==> config.mk <==
export PLATFORM = sky130hd
export DESIGN_NAME = hcbp_packer
export DESIGN_NICKNAME = d
export VERILOG_FILES = /design/src/rtl/core/hcbp_pkg.sv /design/src/rtl/core/hcbp_packer.sv
export SDC_FILE = /design/constraint.sdc
export NUM_CORES = 1
export LEC_CHECK = 0
export ABC_CLOCK_PERIOD_IN_PS = 5200
export BUFFER_PORTS_ARGS = -buffer_cell sky130_fd_sc_hd__clkbuf_2
export CORE_UTILIZATION = 50
export CTS_CLUSTER_SIZE = 16
export DETAILED_ROUTE_END_ITERATION = 10
export PLACE_DENSITY = 0.8
export SYNTH_ARGS = -nofsm -noshare
export SYNTH_HDL_FRONTEND = slang
export SYNTH_SLANG_ARGS = --single-unit
==> constraint.sdc <==
create_clock -name clock -period 5.2 [get_ports clock]
set_clock_uncertainty 0.15 [all_clocks]
set_input_delay 1.3 -clock clock [delete_from_list [all_inputs] [get_ports clock]]
set_output_delay 1.3 -clock clock [all_outputs]
set_load 0.02 [all_outputs]
==> src/rtl/core/hcbp_pkg.sv <==
// Shared constants, codes and types of the Huffman code bit packer.
`timescale 1ns / 1ps

package hcbp_pkg;

   // Table geometry and code limits
   localparam int MAX_CODE_LEN = 16;
   localparam int SYMBOL_COUNT = 256;
   localparam int ADDR_W       = $clog2(SYMBOL_COUNT);

   // Fixed field widths
   localparam int SYM_W   = 8;
   localparam int CODE_W  = 16;
   localparam int LEN_W   = 5;
   localparam int BYTE_W  = 8;
   localparam int FILL_W  = 3;
   localparam int COUNT_W = 32;
   localparam int KIND_W  = 2;
   localparam int WIN_W   = CODE_W + BYTE_W;

   // Stored code length limit: the smaller of the configured maximum and the code field
   localparam int LEN_CAP = (MAX_CODE_LEN < CODE_W) ? MAX_CODE_LEN : CODE_W;

   // Request kinds
   typedef logic [KIND_W-1:0] kind_type;
   localparam kind_type KIND_LOAD   = 2'd0;
   localparam kind_type KIND_ENCODE = 2'd1;
   localparam kind_type KIND_FLUSH  = 2'd2;

   // One code table entry
   typedef struct packed {
      logic [CODE_W-1:0] code;
      logic [LEN_W-1:0]  len;
   } entry_type;

   // Item issued into the pipeline on acceptance
   typedef struct packed {
      logic     vld;
      kind_type kind;
      logic     in_table;
   } issue_type;

endpackage

==> src/rtl/core/hcbp_packer.sv <==
// Bit packing stage, running bit count and two-byte result register.
`timescale 1ns / 1ps

module hcbp_packer (
   input  logic                                 clock,
   input  logic                                 reset,
   input  hcbp_pkg::issue_type                  issue,
   input  hcbp_pkg::entry_type                  rd_entry,
   output logic                                 ready,
   output logic                                 rsp_valid,
   input  logic                                 rsp_ready,
   output logic [hcbp_pkg::BYTE_W-1:0]          rsp_byte,
   output logic                                 rsp_last,
   output logic [hcbp_pkg::COUNT_W-1:0]         rsp_total
);

   localparam logic [hcbp_pkg::LEN_W-1:0] CodeShift = hcbp_pkg::LEN_W'(hcbp_pkg::CODE_W);

   // Stage one control
   logic                               s1_vld_ff;
   hcbp_pkg::kind_type                 s1_kind_ff;
   logic                               s1_tab_ff;
   logic                               s1_adv;

   // Packing state
   logic [hcbp_pkg::BYTE_W-1:0]        partial_byte_ff, partial_byte_in;
   logic [hcbp_pkg::FILL_W-1:0]        bits_filled_ff, bits_filled_in;
   logic [hcbp_pkg::COUNT_W-1:0]       count_ff, count_in;

   // Result group register
   logic                               grp_vld_ff;
   logic                               grp_two_ff;
   logic [hcbp_pkg::BYTE_W-1:0]        grp_b0_ff, grp_b1_ff;
   logic [hcbp_pkg::COUNT_W-1:0]       grp_total_ff;
   logic                               grp_free;

   // Combinational packing results
   logic [hcbp_pkg::CODE_W-1:0]        enc_code;
   logic [hcbp_pkg::LEN_W-1:0]         enc_len;
   logic [hcbp_pkg::CODE_W-1:0]        code_al;
   logic [hcbp_pkg::WIN_W-1:0]         win;
   logic [hcbp_pkg::LEN_W-1:0]         total;
   logic [hcbp_pkg::COUNT_W:0]         sum;
   logic [1:0]                         n_out;
   logic [hcbp_pkg::BYTE_W-1:0]        byte0, byte1;

   // Merge the code into the pending byte
   always_comb begin
      enc_code = s1_tab_ff ? rd_entry.code : '0;
      enc_len  = s1_tab_ff ? rd_entry.len  : '0;
      code_al  = enc_code << (CodeShift - enc_len);
      win      = {partial_byte_ff, {hcbp_pkg::CODE_W{1'b0}}}
               | ({code_al, {hcbp_pkg::BYTE_W{1'b0}}} >> bits_filled_ff);
      total    = {{(hcbp_pkg::LEN_W-hcbp_pkg::FILL_W){1'b0}}, bits_filled_ff} + enc_len;
      sum      = {1'b0, count_ff} + {{(hcbp_pkg::COUNT_W+1-hcbp_pkg::LEN_W){1'b0}}, enc_len};
   end

   // Work out results and next state per item kind
   always_comb begin
      n_out           = 2'd0;
      byte0           = win[hcbp_pkg::WIN_W-1 -: hcbp_pkg::BYTE_W];
      byte1           = win[hcbp_pkg::CODE_W-1 -: hcbp_pkg::BYTE_W];
      partial_byte_in = partial_byte_ff;
      bits_filled_in  = bits_filled_ff;
      count_in        = count_ff;
      case (s1_kind_ff)
         hcbp_pkg::KIND_ENCODE: begin
            n_out          = total[hcbp_pkg::LEN_W-1:hcbp_pkg::FILL_W];
            bits_filled_in = total[hcbp_pkg::FILL_W-1:0];
            case (n_out)
               2'd0:    partial_byte_in = win[hcbp_pkg::WIN_W-1 -: hcbp_pkg::BYTE_W];
               2'd1:    partial_byte_in = win[hcbp_pkg::CODE_W-1 -: hcbp_pkg::BYTE_W];
               default: partial_byte_in = win[hcbp_pkg::BYTE_W-1:0];
            endcase
            count_in = sum[hcbp_pkg::COUNT_W] ? '1 : sum[hcbp_pkg::COUNT_W-1:0];
         end
         hcbp_pkg::KIND_FLUSH: begin
            byte0 = partial_byte_ff;
            if (bits_filled_ff != '0) begin
               n_out           = 2'd1;
               partial_byte_in = '0;
               bits_filled_in  = '0;
            end
         end
         default: begin
            n_out = 2'd0;
         end
      endcase
   end

   // Advance when the item yields no bytes or the result register can take them
   assign grp_free = !grp_vld_ff || (rsp_ready && !grp_two_ff);
   assign s1_adv   = s1_vld_ff && ((n_out == 2'd0) || grp_free);
   assign ready    = !s1_vld_ff || s1_adv;

   // Stage one registers
   always_ff @(posedge clock) begin
      if (reset) begin
         s1_vld_ff <= 1'b0;
      end else if (ready) begin
         s1_vld_ff <= issue.vld;
      end
   end

   always_ff @(posedge clock) begin
      if (ready) begin
         s1_kind_ff <= issue.kind;
         s1_tab_ff  <= issue.in_table;
      end
   end

   // Packing state update
   always_ff @(posedge clock) begin
      if (reset) begin
         partial_byte_ff <= '0;
         bits_filled_ff  <= '0;
         count_ff        <= '0;
      end else if (s1_adv) begin
         partial_byte_ff <= partial_byte_in;
         bits_filled_ff  <= bits_filled_in;
         count_ff        <= count_in;
      end
   end

   // Result register: load a group, drain one byte per handshake
   always_ff @(posedge clock) begin
      if (reset) begin
         grp_vld_ff <= 1'b0;
         grp_two_ff <= 1'b0;
      end else if (s1_adv && (n_out != 2'd0)) begin
         grp_vld_ff <= 1'b1;
         grp_two_ff <= (n_out == 2'd2);
      end else if (grp_vld_ff && rsp_ready) begin
         grp_vld_ff <= grp_two_ff;
         grp_two_ff <= 1'b0;
      end
   end

   always_ff @(posedge clock) begin
      if (s1_adv && (n_out != 2'd0)) begin
         grp_b0_ff    <= byte0;
         grp_b1_ff    <= byte1;
         grp_total_ff <= count_in;
      end else if (grp_vld_ff && rsp_ready && grp_two_ff) begin
         grp_b0_ff <= grp_b1_ff;
      end
   end

   assign rsp_valid = grp_vld_ff;
   assign rsp_byte  = grp_b0_ff;
   assign rsp_last  = !grp_two_ff;
   assign rsp_total = grp_total_ff;

`ifndef SYNTHESIS
   a_partial_low_clear: assert property (@(posedge clock) disable iff (reset)
      (partial_byte_ff & (8'hFF >> bits_filled_ff)) == 8'h00)
      else $error("pending byte has bits below the fill point");

   a_stall_needs_full: assert property (@(posedge clock) disable iff (reset)
      (s1_vld_ff && !s1_adv) |-> grp_vld_ff)
      else $error("packing stage stalled with an empty result register");

   a_second_byte_follows: assert property (@(posedge clock) disable iff (reset)
      (grp_vld_ff && grp_two_ff && rsp_ready) |=> (grp_vld_ff && !grp_two_ff))
      else $error("second byte of an item lost or overwritten");

   a_count_no_wrap: assert property (@(posedge clock) disable iff (reset)
      (s1_adv && s1_kind_ff == hcbp_pkg::KIND_ENCODE) |-> (count_in >= count_ff))
      else $error("bit count wrapped");
`endif

endmodule

Word level (Yosys, flattened, before mapping)
Cells that the tools add are included.
{"block": "word_totals", "input_bits": 28, "ff_bits": 97}
{"block": "op_classes", "addsub": 3, "reduce_logical": 19, "eq_ne": 5, "bitwise_logic": 1, "muxes": 18, "shift": 2}
{"operator": "32-bit two-way mux", "count": 2}
{"operator": "32-bit by 5-bit adder with 33-bit output", "count": 1}
{"operator": "8-bit two-way mux", "count": 4}
{"operator": "8-bit case mux with 2 select lines", "count": 2}
{"operator": "24-bit OR", "count": 1}
{"operator": "24-bit by 3-bit right shift with 24-bit output", "count": 1}
{"operator": "16-bit two-way mux", "count": 1}
{"operator": "16-bit by 5-bit << shifter with 16-bit output", "count": 1}
{"operator": "2-bit nonzero test", "count": 4}
{"operator": "3-bit case mux with 2 select lines", "count": 1}
{"operator": "3-bit by 5-bit adder with 5-bit output", "count": 1}
{"operator": "1-bit logical AND", "count": 5}
{"operator": "1-bit two-way mux", "count": 5}
{"operator": "5-bit two-way mux", "count": 1}
{"operator": "5-bit subtractor (first input constant)", "count": 1}
{"operator": "2-bit by 1-bit == test with 1-bit output (second input constant)", "count": 2}
{"operator": "2-bit == test (second input constant)", "count": 2}
{"operator": "2-bit logical NOT", "count": 2}
{"operator": "2-bit case mux with 2 select lines", "count": 1}
{"operator": "1-bit logical NOT", "count": 3}
{"operator": "1-bit logical OR", "count": 3}
{"operator": "3-bit two-way mux", "count": 1}
{"operator": "3-bit AND reduction", "count": 1}
{"operator": "3-bit nonzero test", "count": 1}
{"operator": "2-bit inequality test (second input constant)", "count": 1}

Depth between registers and ports, before layout
Gate-level depths: netlist of the first run.
{"block": "logic_depth", "ltp_word": 8, "depth_mapped": 16, "ltp_nobuf": 12}

Worst setup path after synthesis of the first run
No wires, ideal clock.
{"block": "synth_path", "path_kind": "in2out", "from": "input rd_entry[1] (netlist name)", "to": "output ready", "n_path_buf": 2, "cell_stages": 11, "slack_ns": 0.450, "arrival_time_ns": 3.300, "cell_sequence": "buf_4 buf_2 nand2_1 xnor2_1 ha_1 a21oi_1 o22ai_1 mux2i_1 o21ai_0 nand2_1 nand3_1"}
{"block": "synth_via", "elab_chain_len": 7}
{"item": "start, declared", "line": "hcbp_packer.sv:8", "text": "input hcbp_pkg::entry_type rd_entry,"}
{"item": "5-bit two-way mux", "line": "hcbp_packer.sv:50", "text": "enc_len = s1_tab_ff ? rd_entry.len : '0;"}
{"item": "3-bit by 5-bit adder with 5-bit output", "line": "hcbp_packer.sv:54", "text": "total = {{(hcbp_pkg::LEN_W-hcbp_pkg::FILL_W){1'b0}}, bits_filled_ff} + enc_len;"}
{"item": "2-bit case mux with 2 select lines", "line": "hcbp_packer.sv:66", "text": "case (s1_kind_ff)"}
{"item": "2-bit logical NOT", "line": "hcbp_packer.sv:93", "text": "assign s1_adv = s1_vld_ff && ((n_out == 2'd0) || grp_free);"}
{"item": "1-bit logical OR", "line": "hcbp_packer.sv:93"}
{"item": "1-bit logical AND", "line": "hcbp_packer.sv:93"}
{"item": "1-bit logical OR", "line": "hcbp_packer.sv:94", "text": "assign ready = !s1_vld_ff || s1_adv;"}
{"item": "end, declared", "line": "hcbp_packer.sv:9", "text": "output logic ready,"}
Every way passes these cells.

Worst setup path after layout of the first run
Ends and elaborated chain as after synthesis.

==> results of run 1 <==
==> power by group <==
group | internal, mW | switching, mW | leakage [nW]
Combinational | 0.0874 | 0.148 | 1.97
Sequential | 0.810 | 0.00743 | 0.778
Clock | 0.359 | 0.300 | 0.145
==> cells by family after synthesis <==
family / after synthesis / synth area share (%)
compound gates: 246 / 24.9
xor+xnor: 24 / 3.10
fa+ha+maj: 6 / 1.11
buf+inv: 89 / 5.62
flops: 97 / 36.2
mux: 41 / 8.61
simple gates: 277 / 20.5
==> path summary, 6_finish.rpt <==
| kind | start | to | slack, ns | cells after the start |
|---|---|---|---|---|
| worst max-delay path | rd_entry[1] | ready | 0.59 | 11 |
| worst min-delay path | count_ff[12] | count_ff[12] | 0.32 | 2 |
| worst min register to register | count_ff[12] | count_ff[12] | 0.32 | 2 |
| worst max register to register | s1_tab_ff | rsp_total[30] | 1.52 | 10 |
==> worst max-delay path, delay by kind of cell <==
kind / cells / cell delay (ns)
AND/OR/NAND/NOR: 3 / 0.38
adder cells (fa/ha/maj): 1 / 0.21
AO/OA/AOI/OAI: 3 / 0.47
XOR/XNOR: 1 / 0.19
multiplexers: 1 / 0.33
buffers and inverters: 2 / 0.29
==> routing by layer <==
metal  routed length (um)  GRT usage (%)  part of all wire, %  vias up
met3                 1340           4.05                  7.7       28
met2                 7340           35.0                   42      288
met5                    0              0                    0        -
met1                 8460           39.9                   48     2968
met4                  327           8.65                  1.9        0
li1                     -              -                    -     3027
==> layout make-up <==
type,instances,area share (%)
Clock buffer,10,3.31
Clock inverter,6,0.630
Inverter,31,1.54
Multi-Input combinational cell,594,52.2
Sequential cell,97,32.5
Tap cell,176,2.92
Timing Repair Buffer,93,6.93
==> metrics by stage <==
stage	total power [mW]	hold WS [ns]	utilization (%)
2_1_floorplan	1.00	0.289	-
3_3_place_gp	1.06	0.304	54.8
3_5_place_dp	1.06	0.309	54.8
4_1_cts	1.72	0.319	57.0
5_1_grt	1.77	0.345	57.0
6_report	1.71	0.316	57.0
==> state kept, by name (all words and copies together), names as in the netlist <==
| register | cells |
|---|---|
| s1_kind_ff | 2 |
| rsp_total | 32 |
| bits_filled_ff | 3 |
| rsp_valid | 1 |
| s1_tab_ff | 1 |
| rsp_byte | 8 |
| grp_b1_ff | 8 |
| s1_vld_ff | 1 |
| count_ff | 32 |
| partial_byte_ff | 8 |
| grp_two_ff | 1 |
==> cells in the mapped netlist, drive strengths merged (4+ instances only) <==
master	instances	area, um2
mux4	13	297
o21bai	5	37.5
edfxtp	51	1530
a311oi	23	201
dfxtp	46	921
and3	17	106
nor2	58	218
or2	7	43.8
a22oi	4	30.0
o31ai	5	42.5
nand4	9	56.3
o21a	5	37.5
a21o	12	90.1
nor3	22	125
o22ai	6	37.5
o21ai	38	194
a211oi	14	105
a31oi	6	37.5
nand3	26	135
and2	7	43.8
o21ba	4	40.0
a21oi	76	384
o32ai	4	35.0
xor2	7	61.3
nand2b	12	75.1
and4	4	35.0
buf	26	144
or3	5	36.3
nor2b	4	25.0
mux2	5	56.3
o211ai	7	52.6
ha	6	75.1
nor4	6	52.6
nand2	88	330
clkbuf	32	120
mux2i	23	230
a22o	4	35.0
xnor2	17	149
inv	30	113
==> results.md, run 1 <==
Timing:
- Derived from the worst setup path, the maximum achievable clock frequency is approximately 220 MHz.
- The accumulated negative setup slack is 0 ns.
- Setup repair after global routing left no endpoint under its margin.
- Headroom to the max-slew limit came out at between 20% and 30%.
- Once routing completed, OpenROAD measured the worst setup slack at approximately 0.6 ns.
- For the pin with the worst max-slew slack, the measured transition is 1.04 ns.
- The final cycle utilization of the critical path is 88.6%.
- The number of failing hold endpoints at the final stage is 0.
- The minimum clock period is approximately 4.6 ns.
- Setup violations remaining at the end of the flow were counted as 0.
- The number of max-slew violations in the final report is 0.

Layout:
- The final standard cell area without fillers is 7550 um2.
- The total number of nets in the final design is 860.
- In the final layout, the multi-input gates occupy between 3000 and 4000 um2.
- Compared with the post-synthesis result, the final layout area differs by 11.5%.
- Of the cells placed in the final design, the portion with a size suffix greater than 1 is a little under a fifth.
- The register area is between 2000 and 2500 um2.
- The repair_antennas step left the layout with diodes totalling 0.
- Leaving out filler cells and counting taps, the final layout contains 1007.
- The library cell used most frequently in the layout, excluding fill and tap cells, is sky130_fd_sc_hd__nand2_1.
- In the layout the commonest cells are sky130_fd_sc_hd__nand2_1, sky130_fd_sc_hd__a21oi_1, sky130_fd_sc_hd__clkbuf_2.
- The layout has 1208 filler cells.

Global routing:
- In the global route stage, overall resource usage came out at 25.5%.
- The global-route wire length before repair is 28400 um.
- The number of antenna violations at the first check in global routing is 0.
- The total overflow left after global routing is 0.
- The via count of the first global-routing pass is roughly 5400.
- The largest net degree at the start of global routing is 42.

Place:
- Buffers placed on the I/O ports in this run total 70.
- The placed instance count is 991.
- At the placement stage, the worst setup path has a slack of approximately 0.58 ns.
- The sum of net half-perimeters after detailed placement is between 10000 and 15000 um.
- The placed standard-cell area is slightly above 7000 um2.
- The last weighted congestion value of the routability-driven placer is slightly above 0.9.

Status:
- The flow ran to the end, and the final reports show no timing, DRC or antenna violations.

Power:
- The power per unit of standard cell area is approximately 230 nW/um2.
- The worst IR drop on VDD is between 0.0001 and 0.00015 V.
- The cell leakage power is slightly below 3 nW.

Route:
- The count of nets left with antenna violations after detail routing is 0.
- The final layout contains routed wiring with a total length of between 15000 and 20000 um.
- Across all layers, the routed design uses approximately 6300 vias.
- The ratio of routed vias to standard cells is around 6.3.
- After detailed routing, the number of remaining DRC violations is 0.
- The violation count after the first detailed-routing iteration is approximately 620.
- In the final routed layout, each cell accounts on average for ~17 um.
- The first detailed-routing pass took 6 iterations.

Yosys:
- The number of flops mapped to enable cells by yosys is between 50 and 60.
- For this run, the number of Yosys warnings is 0.
- Counting flops with an async set or reset pin after synthesis yields a share of 0%.
- Each instance of the synthesized netlist takes up on average 8.68 um2.
- The cell area that synthesis handed to floorplanning was approximately 6800 um2.
- After synthesis the netlist holds a flip-flop and latch count of between 90 and 100.
- The sequential cell area fraction in the yosys report is a little over a third.
- The gate count after technology mapping is 780.
- The most used flip-flop cell after synthesis is sky130_fd_sc_hd__edfxtp_1.
- Counting distinct cell types in the post-synthesis netlist gives 83.
- The total nets after synthesis is ~800.

Clocking:
- The H-tree was split into 3 levels.
- After clock tree synthesis, the clock-pin slew on the worst setup and hold paths is roughly 0.070 ns.
- TritonCTS built the clock tree.
- The root buffer cell is sky130_fd_sc_hd__clkbuf_16.
- The count of hold buffers inserted by post-cts repair is 0.
- The number of buffers inserted to repair setup after CTS is 0.
- After clock tree synthesis, the repair step resized 0 gates.
- The number of buffers added by the clock tree synthesis step is 9.
- The clock reaches the later pin of the worst-skew pair after 0.36 ns.
- The number of sinks handled by clock tree synthesis is 97.
- The clock passes through at most 2 buffers.

Die:
- In this run the standard cell core region covers ~13000 um2.
- The I/O pin total is between 70 and 80.
- The die is about 120 um wide.
- The starting utilization of the core area is about half.
- The die is approximately 120 um tall.
- After floorplanning, the core was divided into 42 placement rows.
- The die covers ~14000 um2.

Hold path:
- The path class of the tightest hold or removal check is flop to flop.

Worst setup path:
- On the worst path, the slowest cell contributes a delay of 0.33 ns.
- The cell at the slowest stage of the critical path is sky130_fd_sc_hd__mux2i_1.
- The kind of launch point of the worst setup path is an input pin.
- The worst setup path is captured at a primary output.
- Walking the worst path, the cells encountered are clkbuf_2, nand2_1, xnor2_1, ha_1, a21oi_1, o22ai_1, mux2i_1, o21ai_0, nand2_1, nand3_1, clkbuf_2.
- The critical-path maximum fanout is 4.
- Data arrives at the worst endpoint at ~3.2 ns.
- The endpoint required time on the critical path is ~3.8 ns.
- The worst setup path is of the input pin to primary output kind.

Run:
- The tool flagged a number of max-cap violations equal to 0.
No activity file was read; power rests on OpenSTA's default activity.
==> run 2, diff against run 1 <==
- ABC_AREA: default -> 0
- CORE_ASPECT_RATIO: default -> 1.1
==> run 2 against run 1 <==
Compared with the run above:
- sequential share of layout area increased by 0.059 points
- hold slack improved by 0.0078 ns
- global-route usage increased by 0.25 points
- setup slack got worse by 0.11 ns
- final area decreased by 0.18%
- sequential power about the same
- cell count decreased by 1.5%
- clock power increased by 3.3%
- first-iteration DRC count increased by 1.8%
- combinational power about the same
- critical path type unchanged
==> results.md, run 2 (synthesized netlist as in run 1, its figures left out) <==
Worst setup path:
- The kind of launch point of the worst setup path was an input pin (unchanged).
- The cell at the slowest stage of the critical path was sky130_fd_sc_hd__mux2i_1 (unchanged).
- The setup slack of the most critical reg-to-reg path is 1.30 ns (was 1.52 ns).
- The endpoint required time on the critical path is 3.75 ns (about the same).
- The endpoint type of the worst setup path is a primary output (unchanged).
- The endpoint of the most critical register-to-register path is partial_byte_ff[3] (was rsp_total[30]).
- The largest stage delay on the critical path was 0.26 ns (was 0.33 ns).
- The worst reg2reg path depth was 14 (was 10).
- The worst setup path category is input pin to primary output (unchanged).
- Critical path, cell by cell: clkbuf_2, nand2_1, nor2_1, ha_1, a21oi_1, o22ai_1, mux2i_1, o21ai_0, nand2_1, nand3_1, clkbuf_2 (was clkbuf_2, nand2_1, xnor2_1, ha_1, a21oi_1, o22ai_1, mux2i_1, o21ai_0, nand2_1, nand3_1, clkbuf_2).
- The number of buffer and inverter instances along the worst setup path was 2 (unchanged).
- The category of cells accounting for the largest share of critical-path delay was simple AND/OR/NAND/NOR gates (was compound AO/OA/AOI/OAI gates).
- The startpoint of the worst register-to-register path was bits_filled_ff[0] (was s1_tab_ff).
- The arrival time of data at the critical path endpoint is 3.27 ns (was 3.16 ns).
- The critical-path maximum fanout is 12 (was 4).

Clocking:
- The number of levels in the clock H-tree is 3 (unchanged).
- The count of hold buffers inserted by post-cts repair came to 0 (unchanged).
- The count of cells resized by post-cts repair is 0 (unchanged).
- The TritonCTS clock tree is yes (unchanged).
- The root buffer cell is sky130_fd_sc_hd__clkbuf_16 (unchanged).
- The number of buffers added by the clock tree synthesis step was 9 (unchanged).
- The number of sinks handled by clock tree synthesis is 97 (unchanged).
- The clock transition at the registers of the reported paths is 0.07 ns (about the same).
- The insertion delay of the later-clocked pin in the worst-skew pair came to 0.35 ns (was 0.36 ns).
- The number of buffers inserted to repair setup after CTS came to 0 (unchanged).
- The maximum clock path buffer count was 2 (unchanged).

Timing:
- Setup repair after global routing missed its margin: no (unchanged).
- The accumulated negative setup slack is 0 ns (unchanged).
- The number of max-slew violations in the final report is 0 (unchanged).
- The maximum achievable frequency is 212 MHz (was 217 MHz).
- The worst slew slack as a fraction of its limit is 22.8% (was 29.7%).
- The number of failing setup endpoints in the final timing report is 0 (unchanged).
- The minimum clock period is 4.72 ns (was 4.61 ns).
- The actual slew at the worst max-slew pin is 1.15 ns (was 1.04 ns).
- The number of failing hold endpoints at the final stage is 0 (unchanged).
- The final cycle utilization of the critical path was 90.7% (was 88.6%).

Die:
- The height of the chip is 124 um (was 118 um).
- The die extent in x is 113 um (was 118 um).
- The starting utilization of the core area came to 51.2% (was 51.1%).
- The floorplan die area is 14000 um2 (about the same).
- The placement row count is 44 (was 42).
- The I/O pin total is 71 (unchanged).
- The area of the core is 13200 um2 (about the same).

Power:
- The sequential group share of total power was 47.1% (was 47.7%).
- The reported net switching power is 458 uW (was 456 uW).
- The worst IR drop on VDD is 0.000166 V (was 0.000124 V).
- The fraction of power consumed by combinational cells is 13.7% (was 13.8%).
- The cell leakage power is 2.90 nW (was 2.89 nW).
- The net switching share of the total power is 26.4% (was 26.6%).
- The power per unit of standard cell area is 230 nW/um2 (was 227 nW/um2).
- The clock network fraction of total power came to 39.2% (was 38.5%).
- The cell-internal power came to 1.28 mW (was 1.26 mW).

Global routing:
- The via count of the first global-routing pass is 5688 (was 5394).
- The residual overflow from global routing came to 0 (unchanged).
- The largest net degree at the start of global routing is 42 (unchanged).
- The total global-route track usage is 25.7% (was 25.5%).
- The global-route wire length before repair came to 28700 um (was 28400 um).
- The number of antenna violations at the first check in global routing is 0 (unchanged).

Route:
- The violation count after the first detailed-routing iteration is 632 (was 621).
- The count of nets left with antenna violations after detail routing was 0 (unchanged).
- The overall routed net length is 17900 um (was 17500 um).
- The count of vias placed by the detailed router came to 6250 (was 6311).
- The ratio of routed vias to standard cells was 6.30 (was 6.27).
- The detailed-router iteration count before antenna repair is 5 (was 6).
- The detail-routed net length per standard cell was 18.0 um (was 17.4 um).
- The post-detailed-route DRC marker count is 0 (unchanged).

Layout:
- The final cell count without fillers was 992 (was 1007).
- The register area is 2450 um2 (unchanged).
- The total number of nets in the final design came to 860 (unchanged).
- The count of filler cells inserted in the layout is 1173 (was 1208).
- The final core utilization is 57.0% (about the same).
- The final standard cell area without fillers is 7540 um2 (was 7550 um2).
- Top library cells by usage in the layout, fill and taps aside: sky130_fd_sc_hd__nand2_1, sky130_fd_sc_hd__a21oi_1, sky130_fd_sc_hd__clkbuf_2 (unchanged).
- The multi-input combinational cell area is 3940 um2 (unchanged).
- The diode insertion count for antenna repair is 0 (unchanged).
- The share of layout cells above drive strength 1 is 18.3% (unchanged).
- The area growth from synthesis to final layout came to 11.3% (was 11.5%).
- The most common cell after layout, fill and taps aside was sky130_fd_sc_hd__nand2_1 (unchanged).

Hold path:
- The worst-case hold path end point is count_ff[12] (unchanged).
- The beginning of the worst hold path was count_ff[12] (unchanged).
- The worst hold-check path type was flop to flop (unchanged).
- The cell depth of the worst hold path is 2 (unchanged).

Place:
- The quantity of I/O buffers inserted on ports is 70 (unchanged).
- The last weighted congestion value of the routability-driven placer was 0.973 (was 0.918).
- The sum of net half-perimeters after detailed placement came to 12900 um (was 12700 um).
- The placed instance count is 976 (was 991).
- The placed standard-cell area came to 7230 um2 (was 7250 um2).

Status:
- Status: finished, final reports clean (unchanged).

Run:
- The max capacitance violation total is 0 (unchanged).
==> run 2: changes by cell type in the layout (fill, tap and decap cells not counted), sizes merged <==
cell,before,now
bufinv,0,1
inv,32,33
clkinv,4,1
clkinvlp,1,2
==> run 2: final cells by class <==
type,count,area share [%]
Clock inverter,6,0.980
Clock buffer,10,3.04
Timing Repair Buffer,93,6.94
Multi-Input combinational cell,594,52.3
Sequential cell,97,32.5
Inverter,31,1.54
Tap cell,161,2.67
==> run 2: per-stage QoR <==
step                      total power, mW  worst slack [ns]  hold WS (ns)
final                                1.74             0.483         0.324
after floorplan                      1.00             0.450         0.289
after global placement               1.06             0.547         0.304
after CTS                            1.73             0.511         0.321
after detailed placement             1.07             0.521         0.312
after global routing                 1.79             0.246         0.354
==> run 2: worst register-to-register path, delay by kind of cell, from the launching register on <==
family	cells	cell delay, ns
multiplexers	1	0.26
adder cells (fa/ha/maj)	1	0.20
AO/OA/AOI/OAI	5	1.57
AND/OR/NAND/NOR	3	0.34
buffers and inverters	4	0.95
flip-flops	1	0.31
==> run 2: worst max path at each step <==
stage,from,end,cells past startpoint
floorplan,rd_entry[1],ready,11
global placement,rd_entry[0],ready,11
detailed placement,rd_entry[0],ready,11
CTS,rd_entry[0],ready,11
global route,rd_entry[0],ready,11
finish,rd_entry[0],ready,11
==> run 2: power by group through the flow <==
stage	clock, mW	sequential, mW	combinational, mW
CTS	0.681	0.817	0.234
finish	0.681	0.817	0.238
floorplan	0	0.836	0.164
detailed placement	0	0.834	0.233
global placement	0	0.834	0.231
global route	0.713	0.818	0.256
==> run 2: per-layer routing <==
metal | vias to the layer above | part of all wire [%] | GRT usage, %
met3 | 42 | 7.3 | 4.09
met5 | - | 0 | 0
met1 | 2898 | 43 | 33.8
met2 | 286 | 47 | 42.5
met4 | 0 | 2.8 | 10.8
li1 | 3024 | - | -
==> run 3, diff against run 2 <==
- CTS_BUF_LIST: default -> sky130_fd_sc_hd__clkbuf_2
- CTS_CLUSTER_SIZE: 16 -> default
==> run 3 against run 2 <==
Compared with the run above:
- combinational power about the same
- final area down 2.3%
- critical path depth unchanged
- fmax down 0.32%
- non-clock buffer count unchanged
- sequential cell count unchanged
- utilization down 1.3 points
- setup slack worse by 0.015 ns
- via count up 0.43%
- largest cell class unchanged
- highest routed layer unchanged
- global-route usage down 0.21 points
- register-to-register slack worse by 0.07 ns
==> results.md, run 3 (synthesized netlist as in run 1, its figures left out) <==
Global routing:
- The residual overflow from global routing is 0 (unchanged).
- The met1 global-route usage is 33.5% (was 33.8%).
- The met2 global-route usage is 41.9% (was 42.5%).
- The total global-route track usage is 25.5% (was 25.7%).
- The number of antenna violations at the first check in global routing was 0 (unchanged).
- The global-route wire length before repair is 28400 um (was 28700 um).
- The most crowded layer after global routing is met2 (unchanged).
- The largest net degree at the start of global routing is 42 (unchanged).
- The via count of the first global-routing pass came to 5648 (was 5688).
- The met3 demand-to-capacity share in global routing was 4.57% (was 4.09%).

Layout:
- The share of layout cells above drive strength 1 came to 18.4% (was 18.3%).
- The final core utilization was 55.7% (was 57.0%).
- The area growth from synthesis to final layout is 8.70% (was 11.3%).
- The count of filler cells inserted in the layout is 1204 (was 1173).
- The total number of nets in the final design is 860 (unchanged).
- The most common cell after layout, fill and taps aside is sky130_fd_sc_hd__nand2_1 (unchanged).
- Top library cells by usage in the layout, fill and taps aside: sky130_fd_sc_hd__nand2_1, sky130_fd_sc_hd__clkbuf_2, sky130_fd_sc_hd__a21oi_1 (was sky130_fd_sc_hd__nand2_1, sky130_fd_sc_hd__a21oi_1, sky130_fd_sc_hd__clkbuf_2).

Place:
- The sum of net half-perimeters after detailed placement was 12900 um (unchanged).
- The last weighted congestion value of the routability-driven placer is 0.973 (unchanged).
- The quantity of I/O buffers inserted on ports came to 70 (unchanged).

Route:
- The post-detailed-route DRC marker count is 0 (unchanged).
- The count of nets left with antenna violations after detail routing is 0 (unchanged).
- The violation count after the first detailed-routing iteration came to 552 (was 632).
- The detailed-router iteration count before antenna repair is 6 (was 5).
- The ratio of routed vias to standard cells is 6.32 (was 6.30).
- The detail-routed net length per standard cell was 17.8 um (was 18.0 um).
- The overall routed net length was 17700 um (was 17900 um).
- The count of vias placed by the detailed router came to 6277 (was 6250).

Die:
- The placement row count was 44 (unchanged).
- The floorplan die area is 14000 um2 (unchanged).
- The area of the core is 13200 um2 (unchanged).
- The starting utilization of the core area came to 51.2% (unchanged).
- The height of the chip is 124 um (unchanged).
- The die extent in x is 113 um (unchanged).
- The I/O pin total is 71 (unchanged).

Worst setup path:
- The worst reg2reg path depth came to 14 (unchanged).
- The endpoint of the most critical register-to-register path is partial_byte_ff[3] (unchanged).
- The arrival time of data at the critical path endpoint came to 3.28 ns (was 3.27 ns).
- The critical-path maximum fanout is 12 (unchanged).
- The endpoint type of the worst setup path was a primary output (unchanged).
- The startpoint of the worst register-to-register path was bits_filled_ff[0] (unchanged).
- The kind of launch point of the worst setup path is an input pin (unchanged).
- The endpoint required time on the critical path is 3.75 ns (about the same).
- The setup slack of the most critical reg-to-reg path is 1.23 ns (was 1.30 ns).
- The worst setup path category is input pin to primary output (unchanged).

Hold path:
- The cell depth of the worst hold path is 2 (unchanged).
- The beginning of the worst hold path is count_ff[12] (unchanged).
- The worst-case hold path end point is count_ff[12] (unchanged).
- The worst hold-check path type is flop to flop (unchanged).

Power:
- The cell leakage power is 2.83 nW (was 2.90 nW).
- The worst IR drop on VDD came to 0.0000864 V (was 0.000166 V).
- The power per unit of standard cell area is 196 nW/um2 (was 230 nW/um2).

Clocking:
- The number of levels in the clock H-tree came to 3 (unchanged).
- The clock transition at the registers of the reported paths came to 0.26 ns (was 0.07 ns).
- The count of hold buffers inserted by post-cts repair was 0 (unchanged).
- The number of sinks handled by clock tree synthesis is 97 (unchanged).
- The number of buffers added by the clock tree synthesis step came to 9 (unchanged).
- The number of buffers inserted to repair setup after CTS is 0 (unchanged).
- The root buffer cell is sky130_fd_sc_hd__clkbuf_2 (was sky130_fd_sc_hd__clkbuf_16).
- The maximum clock path buffer count is 2 (unchanged).
- The TritonCTS clock tree was yes (unchanged).
- The insertion delay of the later-clocked pin in the worst-skew pair is 0.57 ns (was 0.35 ns).
- The count of cells resized by post-cts repair was 0 (unchanged).

Timing:
- The actual slew at the worst max-slew pin is 1.14 ns (was 1.15 ns).
- The number of failing setup endpoints in the final timing report is 0 (unchanged).
- The worst hold margin is 0.340 ns (was 0.324 ns).
- Setup repair after global routing missed its margin: no (unchanged).
- The number of failing hold endpoints at the final stage was 0 (unchanged).
- The minimum clock period came to 4.73 ns (was 4.72 ns).
- The worst slew slack as a fraction of its limit is 22.9% (was 22.8%).
- The final cycle utilization of the critical path is 91.0% (was 90.7%).
- The accumulated negative setup slack was 0 ns (unchanged).
- The maximum achievable frequency came to 211 MHz (was 212 MHz).
- The number of max-slew violations in the final report is 0 (unchanged).

Run:
- The max capacitance violation total was 0 (unchanged).

Status:
- Status: finished, final reports clean (unchanged).
==> run 3: changes by cell type in the layout (fill, tap and decap cells not counted), sizes merged <==
cell / change
diode: +1
==> run 3: metrics by stage <==
step / power (mW) / cell area [um2] / setup WS, ns / cells
5_1_grt: 1.50 / 7360 / 0.247 / 992
2_1_floorplan: 1.00 / 6770 / 0.450 / 780
3_3_place_gp: 1.06 / 7230 / 0.547 / 976
4_1_cts: 1.45 / 7360 / 0.511 / 992
6_report: 1.44 / 7360 / 0.467 / 993
3_5_place_dp: 1.07 / 7230 / 0.521 / 976
==> run 3: how the worst max path moves through the flow <==
stage / startpoint / end / slack, ns / cells after the start
finish: rd_entry[0] / ready / 0.47 / 11
global route: rd_entry[0] / ready / 0.25 / 11
CTS: rd_entry[0] / ready / 0.51 / 11
detailed placement: rd_entry[0] / ready / 0.52 / 11
global placement: rd_entry[0] / ready / 0.55 / 11
floorplan: rd_entry[1] / ready / 0.45 / 11
==> run 3: layer usage <==
layer,share of wire (%),routed length [um],vias to the layer above
met5,0,0,-
met4,2.7,476,0
met3,7.8,1370,38
met2,46,8180,302
met1,43,7680,2908
li1,-,-,3029
==> run 3: critical path, stage by stage <==
cell and delay [ns]:
sky130_fd_sc_hd__clkbuf_2 0.24, sky130_fd_sc_hd__nand2_1 0.13, sky130_fd_sc_hd__nor2_1 0.11, sky130_fd_sc_hd__ha_1 0.20, sky130_fd_sc_hd__a21oi_1 0.07, sky130_fd_sc_hd__o22ai_1 0.22
sky130_fd_sc_hd__mux2i_1 0.26, sky130_fd_sc_hd__o21ai_0 0.14, sky130_fd_sc_hd__nand2_1 0.13, sky130_fd_sc_hd__nand3_1 0.23, sky130_fd_sc_hd__clkbuf_2 0.24
==> run 3: layout make-up <==
| class | count | area [um2] | area share [%] |
|---|---|---|---|
| flip-flops and latches | 97 | 2450 | 33.3 |
| repair buffers | 93 | 523 | 7.11 |
| clock inverters | 6 | 73.8 | 1.00 |
| multi-input cells | 594 | 3940 | 53.5 |
| diodes | 1 | 2.50 | 0.0340 |
| well taps | 161 | 201 | 2.74 |
| clock buffers | 10 | 50.0 | 0.680 |
| inverters | 31 | 116 | 1.58 |
==> run 3: where the power goes <==
group	leakage, nW	total (mW)	internal [mW]	switching [mW]
Clock	0.0711	0.385	0.120	0.265
Combinational	1.98	0.238	0.0875	0.150
Sequential	0.778	0.819	0.812	0.00684
Total	2.83	1.44	1.02	0.422
